`src/sv/rom_bank_lru_slot_cache_core_macros.svh`:
```
// ----------------------------------------------------------------------------
// Assertion macros for the ROM bank slot cache
// Shared forms for concurrent checks, clocked on clk_i, held off in reset.
// ----------------------------------------------------------------------------
`ifndef ROM_BANK_LRU_SLOT_CACHE_CORE_MACROS_SVH
`define ROM_BANK_LRU_SLOT_CACHE_CORE_MACROS_SVH

// Same-cycle implication.
`define RBLSC_ASSERT_NOW(lbl, ante, cons, msg) \
  lbl: assert property (@(posedge clk_i) disable iff (!rst_ni) (ante) |-> (cons)) \
    else $error(msg);

// Next-cycle implication.
`define RBLSC_ASSERT_NEXT(lbl, ante, cons, msg) \
  lbl: assert property (@(posedge clk_i) disable iff (!rst_ni) (ante) |=> (cons)) \
    else $error(msg);

`endif

```
`src/sv/rblsc_pkg.sv`:
```
// ----------------------------------------------------------------------------
// rblsc_pkg
// Constants, codes and shared types of the ROM bank slot cache.
// ----------------------------------------------------------------------------
package rblsc_pkg;

  localparam int SLOT_COUNT = 8;
  localparam int BANK_BYTES = 16384;
  localparam int PAGE_LIMIT = 512;

  localparam int ADDR_W    = 23;
  localparam int ROMSZ_W   = 24;
  localparam int SLOTS_W   = 4;
  localparam int CFG_IDX_W = 4;
  localparam int OFFSET_W  = $clog2(BANK_BYTES);
  localparam int PAGE_W    = 9;
  localparam int SLOT_W    = 3;
  localparam int STAMP_W   = 32;

  localparam int QUEUE_DEPTH = 2;
  localparam int QPTR_W      = $clog2(QUEUE_DEPTH);
  localparam int QCNT_W      = $clog2(QUEUE_DEPTH + 1);

  localparam logic [CFG_IDX_W-1:0] CFG_ROM_BYTES    = CFG_IDX_W'(0);
  localparam logic [CFG_IDX_W-1:0] CFG_SLOTS_IN_USE = CFG_IDX_W'(1);

  typedef enum logic [1:0] {
    KIND_OUTSIDE = 2'd0,
    KIND_FIXED   = 2'd1,
    KIND_HIT     = 2'd2,
    KIND_MISS    = 2'd3
  } access_kind_e;

  // One classified transaction waiting for the back end.
  typedef struct packed {
    logic                lookup;
    access_kind_e        kind;
    logic [OFFSET_W-1:0] offset;
    logic [PAGE_W-1:0]   page;
  } q_item_t;

  typedef struct packed {
    logic full;
    logic empty;
  } q_status_t;

endpackage

```
`src/sv/rblsc_front.sv`:
```
// ----------------------------------------------------------------------------
// rblsc_front
// Holds the configuration and classifies each accepted address.
// ----------------------------------------------------------------------------
module rblsc_front import rblsc_pkg::*; (
  input  logic                 clk_i,
  input  logic                 rst_ni,
  input  logic                 start_i,
  input  logic [ADDR_W-1:0]    address_i,
  input  logic                 q_full_i,
  input  logic                 cfg_valid_i,
  input  logic [CFG_IDX_W-1:0] cfg_index_i,
  input  logic [ROMSZ_W-1:0]   cfg_data_i,
  output logic                 cfg_ready_o,
  output logic                 push_o,
  output q_item_t              item_o,
  output logic [SLOTS_W-1:0]   slots_in_use_o
);

  logic [ROMSZ_W-1:0] rom_bytes_q;
  logic [SLOTS_W-1:0] slots_q;
  logic [PAGE_W-1:0]  page;

  assign cfg_ready_o    = 1'b1;
  assign push_o         = start_i && !q_full_i;
  assign slots_in_use_o = slots_q;
  assign page           = address_i[ADDR_W-1:OFFSET_W];

  always_ff @(posedge clk_i or negedge rst_ni) begin
    if (!rst_ni) begin
      rom_bytes_q <= '0;
      slots_q     <= SLOTS_W'(1);
    end else if (cfg_valid_i) begin
      case (cfg_index_i)
        CFG_ROM_BYTES:    rom_bytes_q <= cfg_data_i;
        CFG_SLOTS_IN_USE: slots_q     <= cfg_data_i[SLOTS_W-1:0];
        default: ;
      endcase
    end
  end

  // Resolve what the address and configuration decide; mark switchable pages for lookup.
  always_comb begin
    item_o = '{lookup: 1'b0, kind: KIND_OUTSIDE, offset: '0, page: '0};
    if ({1'b0, address_i} >= rom_bytes_q) begin
      item_o.kind = KIND_OUTSIDE;
    end else if (address_i < ADDR_W'(BANK_BYTES)) begin
      item_o.kind   = KIND_FIXED;
      item_o.offset = address_i[OFFSET_W-1:0];
    end else if (rom_bytes_q <= ROMSZ_W'(2 * BANK_BYTES)) begin
      item_o.kind   = KIND_HIT;
      item_o.offset = address_i[OFFSET_W-1:0];
    end else if ({1'b0, page} >= (PAGE_W + 1)'(PAGE_LIMIT)) begin
      item_o.kind = KIND_OUTSIDE;
    end else begin
      item_o.lookup = 1'b1;
      item_o.kind   = KIND_HIT;
      item_o.offset = address_i[OFFSET_W-1:0];
      item_o.page   = page;
    end
  end

endmodule

```
`src/sv/rblsc_queue.sv`:
```
// ----------------------------------------------------------------------------
// rblsc_queue
// Short FIFO that decouples classification from the slot lookup.
// ----------------------------------------------------------------------------
module rblsc_queue import rblsc_pkg::*; (
  input  logic      clk_i,
  input  logic      rst_ni,
  input  logic      push_i,
  input  q_item_t   item_i,
  input  logic      pop_i,
  output q_item_t   head_o,
  output q_status_t status_o
);

  q_item_t           entry_q [QUEUE_DEPTH];
  logic [QPTR_W-1:0] wr_ptr_q, rd_ptr_q;
  logic [QCNT_W-1:0] cnt_q, cnt_d;

  function automatic logic [QPTR_W-1:0] ptr_next(input logic [QPTR_W-1:0] p);
    ptr_next = (p == QPTR_W'(QUEUE_DEPTH - 1)) ? '0 : p + 1'b1;
  endfunction

  assign head_o         = entry_q[rd_ptr_q];
  assign status_o.full  = (cnt_q == QCNT_W'(QUEUE_DEPTH));
  assign status_o.empty = (cnt_q == '0);

  always_comb begin
    cnt_d = cnt_q;
    case ({push_i, pop_i})
      2'b10:   cnt_d = cnt_q + 1'b1;
      2'b01:   cnt_d = cnt_q - 1'b1;
      default: cnt_d = cnt_q;
    endcase
  end

  always_ff @(posedge clk_i or negedge rst_ni) begin
    if (!rst_ni) begin
      wr_ptr_q <= '0;
      rd_ptr_q <= '0;
      cnt_q    <= '0;
    end else begin
      cnt_q <= cnt_d;
      if (push_i) wr_ptr_q <= ptr_next(wr_ptr_q);
      if (pop_i)  rd_ptr_q <= ptr_next(rd_ptr_q);
    end
  end

  always_ff @(posedge clk_i) begin
    if (push_i) entry_q[wr_ptr_q] <= item_i;
  end

endmodule

```
`src/sv/rblsc_back.sv`:
```
// ----------------------------------------------------------------------------
// rblsc_back
// Slot lookup with least-recently-used replacement, one slot per cycle.
// ----------------------------------------------------------------------------
module rblsc_back import rblsc_pkg::*; (
  input  logic                clk_i,
  input  logic                rst_ni,
  input  logic                q_empty_i,
  input  q_item_t             head_i,
  input  logic [SLOTS_W-1:0]  slots_in_use_i,
  output logic                pop_o,
  output logic                scanning_o,
  output logic                result_valid_o,
  output access_kind_e        access_kind_o,
  output logic [SLOT_W-1:0]   slot_o,
  output logic [OFFSET_W-1:0] offset_o,
  output logic [PAGE_W-1:0]   fill_page_o
);

  localparam logic ST_IDLE = 1'b0;
  localparam logic ST_SCAN = 1'b1;

  logic                state_q, state_d;
  logic [SLOT_W-1:0]   idx_q, idx_d, victim_q, victim_d;
  logic [STAMP_W-1:0]  best_q, best_d;
  logic [PAGE_W-1:0]   page_q, page_d;
  logic [OFFSET_W-1:0] off_q, off_d;

  logic [PAGE_W-1:0]    tag_q [SLOT_COUNT];
  logic [SLOT_COUNT-1:0] valid_q;
  logic [STAMP_W-1:0]   stamp_q [SLOT_COUNT];
  logic [STAMP_W-1:0]   cnt_q, cnt_d, new_stamp;
  logic [PAGE_W-1:0]    cur_page_q, cur_page_d;
  logic                 cur_valid_q, cur_valid_d;
  logic [SLOT_W-1:0]    cur_slot_q, cur_slot_d;

  logic                res_valid_q, res_valid_d;
  access_kind_e        res_kind_q, res_kind_d;
  logic [SLOT_W-1:0]   res_slot_q, res_slot_d;
  logic [OFFSET_W-1:0] res_off_q, res_off_d;
  logic [PAGE_W-1:0]   res_page_q, res_page_d;

  logic [SLOTS_W-1:0] n_lim;
  logic [SLOT_W-1:0]  last_idx, upd_slot;
  logic               hit_now, lower, upd_en, upd_miss;

  // Clamp the slot count to one through SLOT_COUNT.
  always_comb begin
    if (slots_in_use_i == '0) begin
      n_lim = SLOTS_W'(1);
    end else if (slots_in_use_i > SLOTS_W'(SLOT_COUNT)) begin
      n_lim = SLOTS_W'(SLOT_COUNT);
    end else begin
      n_lim = slots_in_use_i;
    end
  end

  assign last_idx  = SLOT_W'(n_lim - 1'b1);
  assign hit_now   = valid_q[idx_q] && (tag_q[idx_q] == page_q);
  assign lower     = (stamp_q[idx_q] < best_q);
  assign new_stamp = cnt_q + 1'b1;

  assign scanning_o     = (state_q == ST_SCAN);
  assign result_valid_o = res_valid_q;
  assign access_kind_o  = res_kind_q;
  assign slot_o         = res_slot_q;
  assign offset_o       = res_off_q;
  assign fill_page_o    = res_page_q;

  always_comb begin
    state_d     = state_q;
    idx_d       = idx_q;
    victim_d    = victim_q;
    best_d      = best_q;
    page_d      = page_q;
    off_d       = off_q;
    cnt_d       = cnt_q;
    cur_page_d  = cur_page_q;
    cur_valid_d = cur_valid_q;
    cur_slot_d  = cur_slot_q;
    res_valid_d = 1'b0;
    res_kind_d  = res_kind_q;
    res_slot_d  = res_slot_q;
    res_off_d   = res_off_q;
    res_page_d  = res_page_q;
    pop_o       = 1'b0;
    upd_en      = 1'b0;
    upd_miss    = 1'b0;
    upd_slot    = victim_q;

    case (state_q)
      ST_IDLE: begin
        if (!q_empty_i) begin
          pop_o = 1'b1;
          if (!head_i.lookup) begin
            res_valid_d = 1'b1;
            res_kind_d  = head_i.kind;
            res_slot_d  = '0;
            res_off_d   = head_i.offset;
            res_page_d  = '0;
          end else if (cur_valid_q && (head_i.page == cur_page_q)) begin
            res_valid_d = 1'b1;
            res_kind_d  = KIND_HIT;
            res_slot_d  = cur_slot_q;
            res_off_d   = head_i.offset;
            res_page_d  = '0;
          end else begin
            state_d  = ST_SCAN;
            idx_d    = '0;
            victim_d = '0;
            best_d   = '1;
            page_d   = head_i.page;
            off_d    = head_i.offset;
          end
        end
      end
      ST_SCAN: begin
        if (hit_now || (idx_q == last_idx)) begin
          upd_en      = 1'b1;
          upd_miss    = !hit_now;
          upd_slot    = (hit_now || lower) ? idx_q : victim_q;
          cnt_d       = new_stamp;
          cur_slot_d  = upd_slot;
          cur_page_d  = page_q;
          cur_valid_d = 1'b1;
          res_valid_d = 1'b1;
          res_kind_d  = hit_now ? KIND_HIT : KIND_MISS;
          res_slot_d  = upd_slot;
          res_off_d   = off_q;
          res_page_d  = hit_now ? '0 : page_q;
          state_d     = ST_IDLE;
        end else begin
          idx_d = idx_q + 1'b1;
          if (lower) begin
            victim_d = idx_q;
            best_d   = stamp_q[idx_q];
          end
        end
      end
      default: state_d = ST_IDLE;
    endcase
  end

  always_ff @(posedge clk_i or negedge rst_ni) begin
    if (!rst_ni) begin
      state_q     <= ST_IDLE;
      cnt_q       <= '0;
      cur_page_q  <= '0;
      cur_valid_q <= 1'b0;
      cur_slot_q  <= '0;
      valid_q     <= '0;
      res_valid_q <= 1'b0;
      for (int i = 0; i < SLOT_COUNT; i++) begin
        stamp_q[i] <= '0;
      end
    end else begin
      state_q     <= state_d;
      cnt_q       <= cnt_d;
      cur_page_q  <= cur_page_d;
      cur_valid_q <= cur_valid_d;
      cur_slot_q  <= cur_slot_d;
      res_valid_q <= res_valid_d;
      if (upd_en) begin
        stamp_q[upd_slot] <= new_stamp;
        if (upd_miss) valid_q[upd_slot] <= 1'b1;
      end
    end
  end

  always_ff @(posedge clk_i) begin
    idx_q      <= idx_d;
    victim_q   <= victim_d;
    best_q     <= best_d;
    page_q     <= page_d;
    off_q      <= off_d;
    res_kind_q <= res_kind_d;
    res_slot_q <= res_slot_d;
    res_off_q  <= res_off_d;
    res_page_q <= res_page_d;
    if (upd_en && upd_miss) tag_q[upd_slot] <= page_q;
  end

endmodule

```
`src/sv/rom_bank_lru_slot_cache_core.sv`:
```
// ----------------------------------------------------------------------------
// rom_bank_lru_slot_cache_core
// Path: the front end pushes each accepted address into the queue, the back
//   end pops it and writes the result register; a bank switch adds a scan of
//   the slots, one slot per cycle, up to the slot count clamped to one through
//   eight.
// Throughput: one transaction a cycle for settled ones while no scan runs; a
//   switch holds the lookup unit while scanning; a full two-entry queue raises busy.
// Reset: rst_ni low clears configuration (rom_bytes 0, slots_in_use 1), slot
//   valid marks, use stamps, use counter and current page at once; slot tags
//   stay unset and need no clearing pass. The receiver cannot stall results.
// ----------------------------------------------------------------------------
`include "rom_bank_lru_slot_cache_core_macros.svh"

module rom_bank_lru_slot_cache_core import rblsc_pkg::*; (
  input  logic                 clk_i,
  input  logic                 rst_ni,
  // command channel
  input  logic                 start,
  output logic                 busy,
  input  logic [ADDR_W-1:0]    address_i,
  // configuration write channel
  input  logic                 cfg_valid_i,
  output logic                 cfg_ready_o,
  input  logic [CFG_IDX_W-1:0] cfg_index_i,
  input  logic [ROMSZ_W-1:0]   cfg_data_i,
  // result channel, one strobe per transaction
  output logic                 result_valid_o,
  output logic [1:0]           access_kind_o,
  output logic [SLOT_W-1:0]    slot_o,
  output logic [OFFSET_W-1:0]  offset_o,
  output logic [PAGE_W-1:0]    fill_page_o
);

  // The front end decides everything the address and configuration settle:
  // outside the image, fixed bank 0, the small-ROM window, and out-of-range
  // pages. Only switchable pages of a large ROM need the slot state.
  logic               push;
  q_item_t            front_item, head_item;
  q_status_t          q_status;
  logic               pop;
  logic               scanning;
  logic [SLOTS_W-1:0] slots_in_use;
  access_kind_e       kind;
  logic               res_non_miss, res_outside, res_zero, back_idle;

  // Hold off new commands only while the queue is full.
  assign busy          = q_status.full;
  assign access_kind_o = kind;

  rblsc_front u_front (
    .clk_i          (clk_i),
    .rst_ni         (rst_ni),
    .start_i        (start),
    .address_i      (address_i),
    .q_full_i       (q_status.full),
    .cfg_valid_i    (cfg_valid_i),
    .cfg_index_i    (cfg_index_i),
    .cfg_data_i     (cfg_data_i),
    .cfg_ready_o    (cfg_ready_o),
    .push_o         (push),
    .item_o         (front_item),
    .slots_in_use_o (slots_in_use)
  );

  // Queue classified transactions so the front keeps accepting while the
  // back end walks the slots.
  rblsc_queue u_queue (
    .clk_i    (clk_i),
    .rst_ni   (rst_ni),
    .push_i   (push),
    .item_i   (front_item),
    .pop_i    (pop),
    .head_o   (head_item),
    .status_o (q_status)
  );

  // The back end pops one transaction at a time. A settled one or a hit on
  // the current page goes straight to the result register. Otherwise it
  // scans slots in index order: stop on a valid tag match, else track the
  // lowest stamp (lowest index on ties) and replace that slot. Either way the
  // use counter advances and the chosen slot takes the new stamp.
  rblsc_back u_back (
    .clk_i          (clk_i),
    .rst_ni         (rst_ni),
    .q_empty_i      (q_status.empty),
    .head_i         (head_item),
    .slots_in_use_i (slots_in_use),
    .pop_o          (pop),
    .scanning_o     (scanning),
    .result_valid_o (result_valid_o),
    .access_kind_o  (kind),
    .slot_o         (slot_o),
    .offset_o       (offset_o),
    .fill_page_o    (fill_page_o)
  );

  assign res_non_miss = result_valid_o && (kind != KIND_MISS);
  assign res_outside  = result_valid_o && (kind == KIND_OUTSIDE);
  assign res_zero     = (slot_o == '0) && (offset_o == '0);
  assign back_idle    = !scanning && q_status.empty;

  // A fill page is named only on a miss.
  `RBLSC_ASSERT_NOW(a_fill_only_on_miss, res_non_miss, fill_page_o == '0, "fill page on a non-miss")

  // Reads outside the image carry no slot and no offset.
  `RBLSC_ASSERT_NOW(a_outside_zero, res_outside, res_zero, "outside result carries data")

  // Every strobe follows a queued transaction or a finishing slot scan.
  `RBLSC_ASSERT_NEXT(a_no_invented_result, back_idle, !result_valid_o, "strobe with nothing pending")

endmodule

```
`config.mk`:
```
export PLATFORM = sky130hd
export DESIGN_NAME = rom_bank_lru_slot_cache_core
export DESIGN_NICKNAME = d
export VERILOG_FILES = /design/src/sv/rblsc_pkg.sv /design/src/sv/rblsc_front.sv /design/src/sv/rblsc_queue.sv /design/src/sv/rblsc_back.sv /design/src/sv/rom_bank_lru_slot_cache_core.sv
export VERILOG_INCLUDE_DIRS = /design/src /design/src/sv
export SDC_FILE = /design/constraint.sdc
export NUM_CORES = 1
export LEC_CHECK = 0
export BUFFER_PORTS_ARGS = -buffer_cell sky130_fd_sc_hd__clkbuf_2
export CORE_ASPECT_RATIO = 0.7
export CORE_MARGIN = 4
export CORE_UTILIZATION = 55
export DETAILED_ROUTE_END_ITERATION = 10
export GPL_TIMING_DRIVEN = 1
export PLACE_DENSITY = 0.8
export REMOVE_ABC_BUFFERS = 1
export SYNTH_ARGS = -nofsm -noshare
export SYNTH_HDL_FRONTEND = slang
export SYNTH_SLANG_ARGS = --single-unit
```
`constraint.sdc`:
```
create_clock -name clk_i -period 5.97 [get_ports clk_i]
set_clock_uncertainty 0.15 [all_clocks]
set_input_delay 0.8955 -clock clk_i [delete_from_list [all_inputs] [get_ports clk_i]]
set_output_delay 0.8955 -clock clk_i [all_outputs]
set_load 0.01 [all_outputs]
```
==> flow_results.xml <==
<?xml version="1.0" encoding="UTF-8"?>
<metrics>
  <group name="run_status">
    <metric name="status" unit="">completed</metric>
  </group>
  <group name="clock_tree">
    <metric name="cts-hold-fix-buffers" unit="">0</metric>
    <metric name="cts.path.max_buffers" unit="">3</metric>
    <metric name="cts_htree_levels" unit="">2</metric>
    <metric name="cts.sink_count" unit="">559</metric>
    <metric name="clock_insertion_delay_worst_skew" unit="ps">600</metric>
    <metric name="tritoncts.num_buffers" unit="">52</metric>
    <metric name="ctsRootBufferMaster" unit="">sky130_fd_sc_hd__clkbuf_16</metric>
    <metric name="clk_pin_slew" unit="ps">70</metric>
    <metric name="tritoncts" unit="">built</metric>
  </group>
  <group name="placement">
    <metric name="place_congestion" unit="">0.881</metric>
    <metric name="place_inst" unit="">2455</metric>
    <metric name="dp_hpwl" unit="mm">35.7</metric>
    <metric name="pre_cts_slack" unit="ps">161</metric>
    <metric name="buffer_ports.inserted" unit="">84</metric>
  </group>
  <group name="global_route">
    <metric name="grt_start_max_net_pins" unit="">140</metric>
    <metric name="track_usage" unit="%">22.8</metric>
    <metric name="via_count_of_the_first_global_routing_pass" unit="">15900</metric>
    <metric name="first_pass_grt_wire_length" unit="mm">90.2</metric>
    <metric name="grt_overflow" unit="">0</metric>
    <metric name="initial_antenna_violation_count" unit="">0</metric>
  </group>
  <group name="power_and_ir_drop">
    <metric name="worst_ir_drop_vdd" unit="uV">290</metric>
    <metric name="power.static_leakage" unit="nW">13.0</metric>
    <metric name="power" unit="mW">12.1</metric>
    <metric name="power_density" unit="nW/um^2">425</metric>
  </group>
  <group name="synth">
    <metric name="post_syn_area_per_cell" unit="um^2">14.0</metric>
    <metric name="biggest_area_consumer_among_synthesized_cells" unit="">sky130_fd_sc_hd__dfrtp_1</metric>
    <metric name="post-synth-top-area-fraction" unit="%">33.6</metric>
    <metric name="post_synth_and_or_nand_nor_area_fraction" unit="%">7.96</metric>
    <metric name="synth-compound-area-share" unit="%">2.81</metric>
    <metric name="syn-cell-area" unit="um^2">25500</metric>
    <metric name="yosys_warnings" unit="">0</metric>
    <metric name="synth_top_family_by_area" unit="">multiplexers</metric>
    <metric name="post_synth_fa_ha_maj_area_fraction" unit="%">2.85</metric>
    <metric name="seq_area_frac_synth" unit="%">59.1</metric>
    <metric name="ys_top_cells_by_count" unit="">342 x sky130_fd_sc_hd__dfrtp_1, 213 x sky130_fd_sc_hd__edfxtp_1, 212 x sky130_fd_sc_hd__nand2_1, 155 x sky130_fd_sc_hd__mux2_2, 128 x sky130_fd_sc_hd__mux2_1</metric>
    <metric name="ys_ff_latch" unit="">559</metric>
    <metric name="synth_enable_flop_cells" unit="">213</metric>
    <metric name="yosys_most_used_dff" unit="">sky130_fd_sc_hd__dfrtp_1</metric>
    <metric name="share_of_synthesized_area_spent_on_multiplexers" unit="%">21.7</metric>
    <metric name="synthXorXnorAreaFrac" unit="%">2.75</metric>
    <metric name="postSynth.asyncResetShare" unit="%">61.4</metric>
    <metric name="dominant_cells_by_area_after_synthesis" unit="">sky130_fd_sc_hd__dfrtp_1 34%, sky130_fd_sc_hd__edfxtp_1 25%, sky130_fd_sc_hd__mux4_2 7.3%</metric>
    <metric name="post-synth-top-count-cell" unit="">sky130_fd_sc_hd__dfrtp_1</metric>
    <metric name="syn_inst" unit="">1813</metric>
    <metric name="synth_cell_types" unit="">65</metric>
  </group>
  <group name="setup_path">
    <metric name="crit_path_start_kind" unit="">flip-flop</metric>
    <metric name="critical_path.max_fanout" unit="">26</metric>
    <metric name="critical_path_required" unit="ps">6290</metric>
    <metric name="max_stage_delay_on_crit_path" unit="ps">650</metric>
    <metric name="critPathLaunch" unit="">u_back.idx_q[0]</metric>
    <metric name="crit_path_cell_trace" unit="">buf_12, mux4_2, nand2_1, nand2_1, ha_1, o21ai_0, a2111oi_0, nor2_1, o41ai_2, nand3_1, nand3_1, buf_4, and3_4, a32oi_4, nand3b_2, buf_12, mux2_1</metric>
    <metric name="r2r_start" unit="">u_back.idx_q[0]</metric>
    <metric name="setup.worst_path.end_class" unit="">flip-flop</metric>
    <metric name="worstPathArrival" unit="ps">5880</metric>
    <metric name="critical-path-slowest-cell" unit="">sky130_fd_sc_hd__a2111oi_0</metric>
    <metric name="timing_worst_setup_path_type" unit="">reg -&gt; reg</metric>
  </group>
  <group name="final_layout">
    <metric name="drive_above_1_share" unit="%">25.1</metric>
    <metric name="finish.net_count" unit="">2019</metric>
    <metric name="layout.cells.non_filler" unit="">2553</metric>
    <metric name="area_delta_synth_final" unit="%">11.7</metric>
    <metric name="num_antenna_cells" unit="">0</metric>
    <metric name="final_core_util" unit="%">62.7</metric>
  </group>
  <group name="sta">
    <metric name="setup_viol" unit="">0</metric>
    <metric name="fmax" unit="MHz">180</metric>
    <metric name="totalNegativeSetupSlack" unit="ps">0</metric>
    <metric name="setup_ws" unit="ps">402</metric>
    <metric name="grt_setup_unrepaired" unit="">false</metric>
    <metric name="finalHoldViolCount" unit="">0</metric>
    <metric name="finalCriticalPeriod" unit="ps">5570</metric>
    <metric name="slew_violations" unit="">0</metric>
    <metric name="max_slew.worst_pin.slew" unit="ps">1120</metric>
    <metric name="fin_crit_sh" unit="%">93.3</metric>
    <metric name="relSlewSlack" unit="%">25.1</metric>
  </group>
  <group name="routing">
    <metric name="drtIter0Drc" unit="">1418</metric>
    <metric name="avgViaCountPerCell" unit="">5.94</metric>
    <metric name="wl_per_cell" unit="um">22.1</metric>
    <metric name="detail_route.wirelength" unit="mm">56.3</metric>
    <metric name="via_count" unit="">15200</metric>
    <metric name="ant_nets" unit="">0</metric>
    <metric name="drt_pass1_iterations" unit="">7</metric>
    <metric name="detail_route.drc_violations" unit="">0</metric>
  </group>
  <group name="min_path">
    <metric name="min-delay-path-class" unit="">in -&gt; async</metric>
  </group>
  <group name="floorplanning">
    <metric name="die_h" unit="um">188</metric>
    <metric name="initial_utilization" unit="%">56.1</metric>
    <metric name="placementRows" unit="">65</metric>
    <metric name="dieWidth" unit="um">265</metric>
    <metric name="ioPinCount" unit="">86</metric>
    <metric name="die_area" unit="um^2">49900</metric>
    <metric name="floorplan.core_area" unit="um^2">45400</metric>
  </group>
  <group name="job">
    <metric name="cap_viol_max_count" unit="">0</metric>
  </group>
</metrics>
[layer usage]
metal | track usage, % | routed length, um
met2 | 35.2 | 25900
met4 | 5.30 | 1100
met1 | 34.4 | 25400
met3 | 4.13 | 3910
met5 | 0 | 0
[worst paths after layout]
| kind | to | slack, ps | cells after the start |
|---|---|---|---|
| max | u_back.stamp_q[142] | 400 | 17 |
| min | u_back.stamp_q[100] | 270 | 1 |
| max reg2reg | u_back.stamp_q[142] | 400 | 17 |
| min reg2reg | u_back.valid_q[7] | 320 | 1 |
| max in group asynchronous | u_back.stamp_q[93] | 4040 | 2 |
| min in group clk_i | u_back.valid_q[7] | 320 | 1 |
[layout by cell type (no fill, tap or decap), types with 38 or more instances in the layout]
cell type,count
sky130_fd_sc_hd__clkbuf_16,52
sky130_fd_sc_hd__clkbuf_2,83
sky130_fd_sc_hd__dfrtp_1,341
sky130_fd_sc_hd__edfxtp_1,213
sky130_fd_sc_hd__ha_1,58
sky130_fd_sc_hd__inv_1,70
sky130_fd_sc_hd__mux2_1,128
sky130_fd_sc_hd__mux2_2,155
sky130_fd_sc_hd__mux4_2,82
sky130_fd_sc_hd__nand2_1,212
sky130_fd_sc_hd__nand3_1,59
sky130_fd_sc_hd__nor2_1,83
sky130_fd_sc_hd__o21ai_0,38
sky130_fd_sc_hd__xnor2_1,42
sky130_fd_sc_hd__xor2_1,38
[logic make-up (layout without fill, tap and decap cells)]
family | count (synthesis) | in the layout
other | 1 | 1
adder cells (fa/ha/maj) | 58 | 58
multiplexers | 406 | 406
AND/OR/NAND/NOR | 444 | 444
XOR/XNOR | 80 | 80
flip-flops | 559 | 559
buffers and inverters | 156 | 293
AO/OA/AOI/OAI | 109 | 109
[sequential cells by signal, summed over array words and instances (netlist names), 2 cells and up, named ones only]
name,flops
u_queue.cnt_q,2
u_back.idx_q,3
u_back.access_kind_o,2
u_back.victim_q,3
u_back.fill_page_o,9
u_queue.entry_q,52
u_back.cur_page_q,9
u_back.offset_o,14
u_back.valid_q,8
u_back.page_q,9
u_back.tag_q,72
u_back.slot_o,3
u_front.rom_bytes_q,24
u_back.cur_slot_q,3
u_front.slots_in_use_o,4
u_back.best_q,32
u_back.stamp_q,256
u_back.off_q,14
u_back.cnt_q,32
[final cells by class]
type | count | area, um^2
clock buffer | 63 | 1390
clock inverter | 35 | 320
fill | 3252 | 16900
inverter | 72 | 270
multi-input combinational | 1098 | 9780
sequential | 559 | 15000
tap | 603 | 754
timing repair buffer | 123 | 898
[metrics by stage]
step | area (um^2) | hold slack, ps
5_1_grt | 28500 | 340
2_1_floorplan | 25000 | 288
4_1_cts | 28400 | 326
6_report | 28500 | 270
3_3_place_gp | 26700 | 304
3_5_place_dp | 26700 | 304
[worst max-delay path, delay by kind of cell (launching register included)]
kind,cells,cell delay (ps)
compound gates,4,1470
simple gates,7,1410
mux,2,890
buf+inv,3,740
flops,1,450
fa+ha+maj,1,290
[what timing repair did]
action                                  4_1_cts  5_1_grt
gates resized for setup                       0        2
setup buffers                                 0        0
endpoints found under the setup margin        0       70
[power breakdown]
part / internal, mW / switching [mW] / leakage, nW
logic: 1.34 / 2.09 / 5.45
registers: 4.92 / 0.419 / 6.69
clock network: 1.85 / 1.48 / 0.837
total: 8.11 / 3.99 / 13.0
Power figures use the tool's default switching activity.
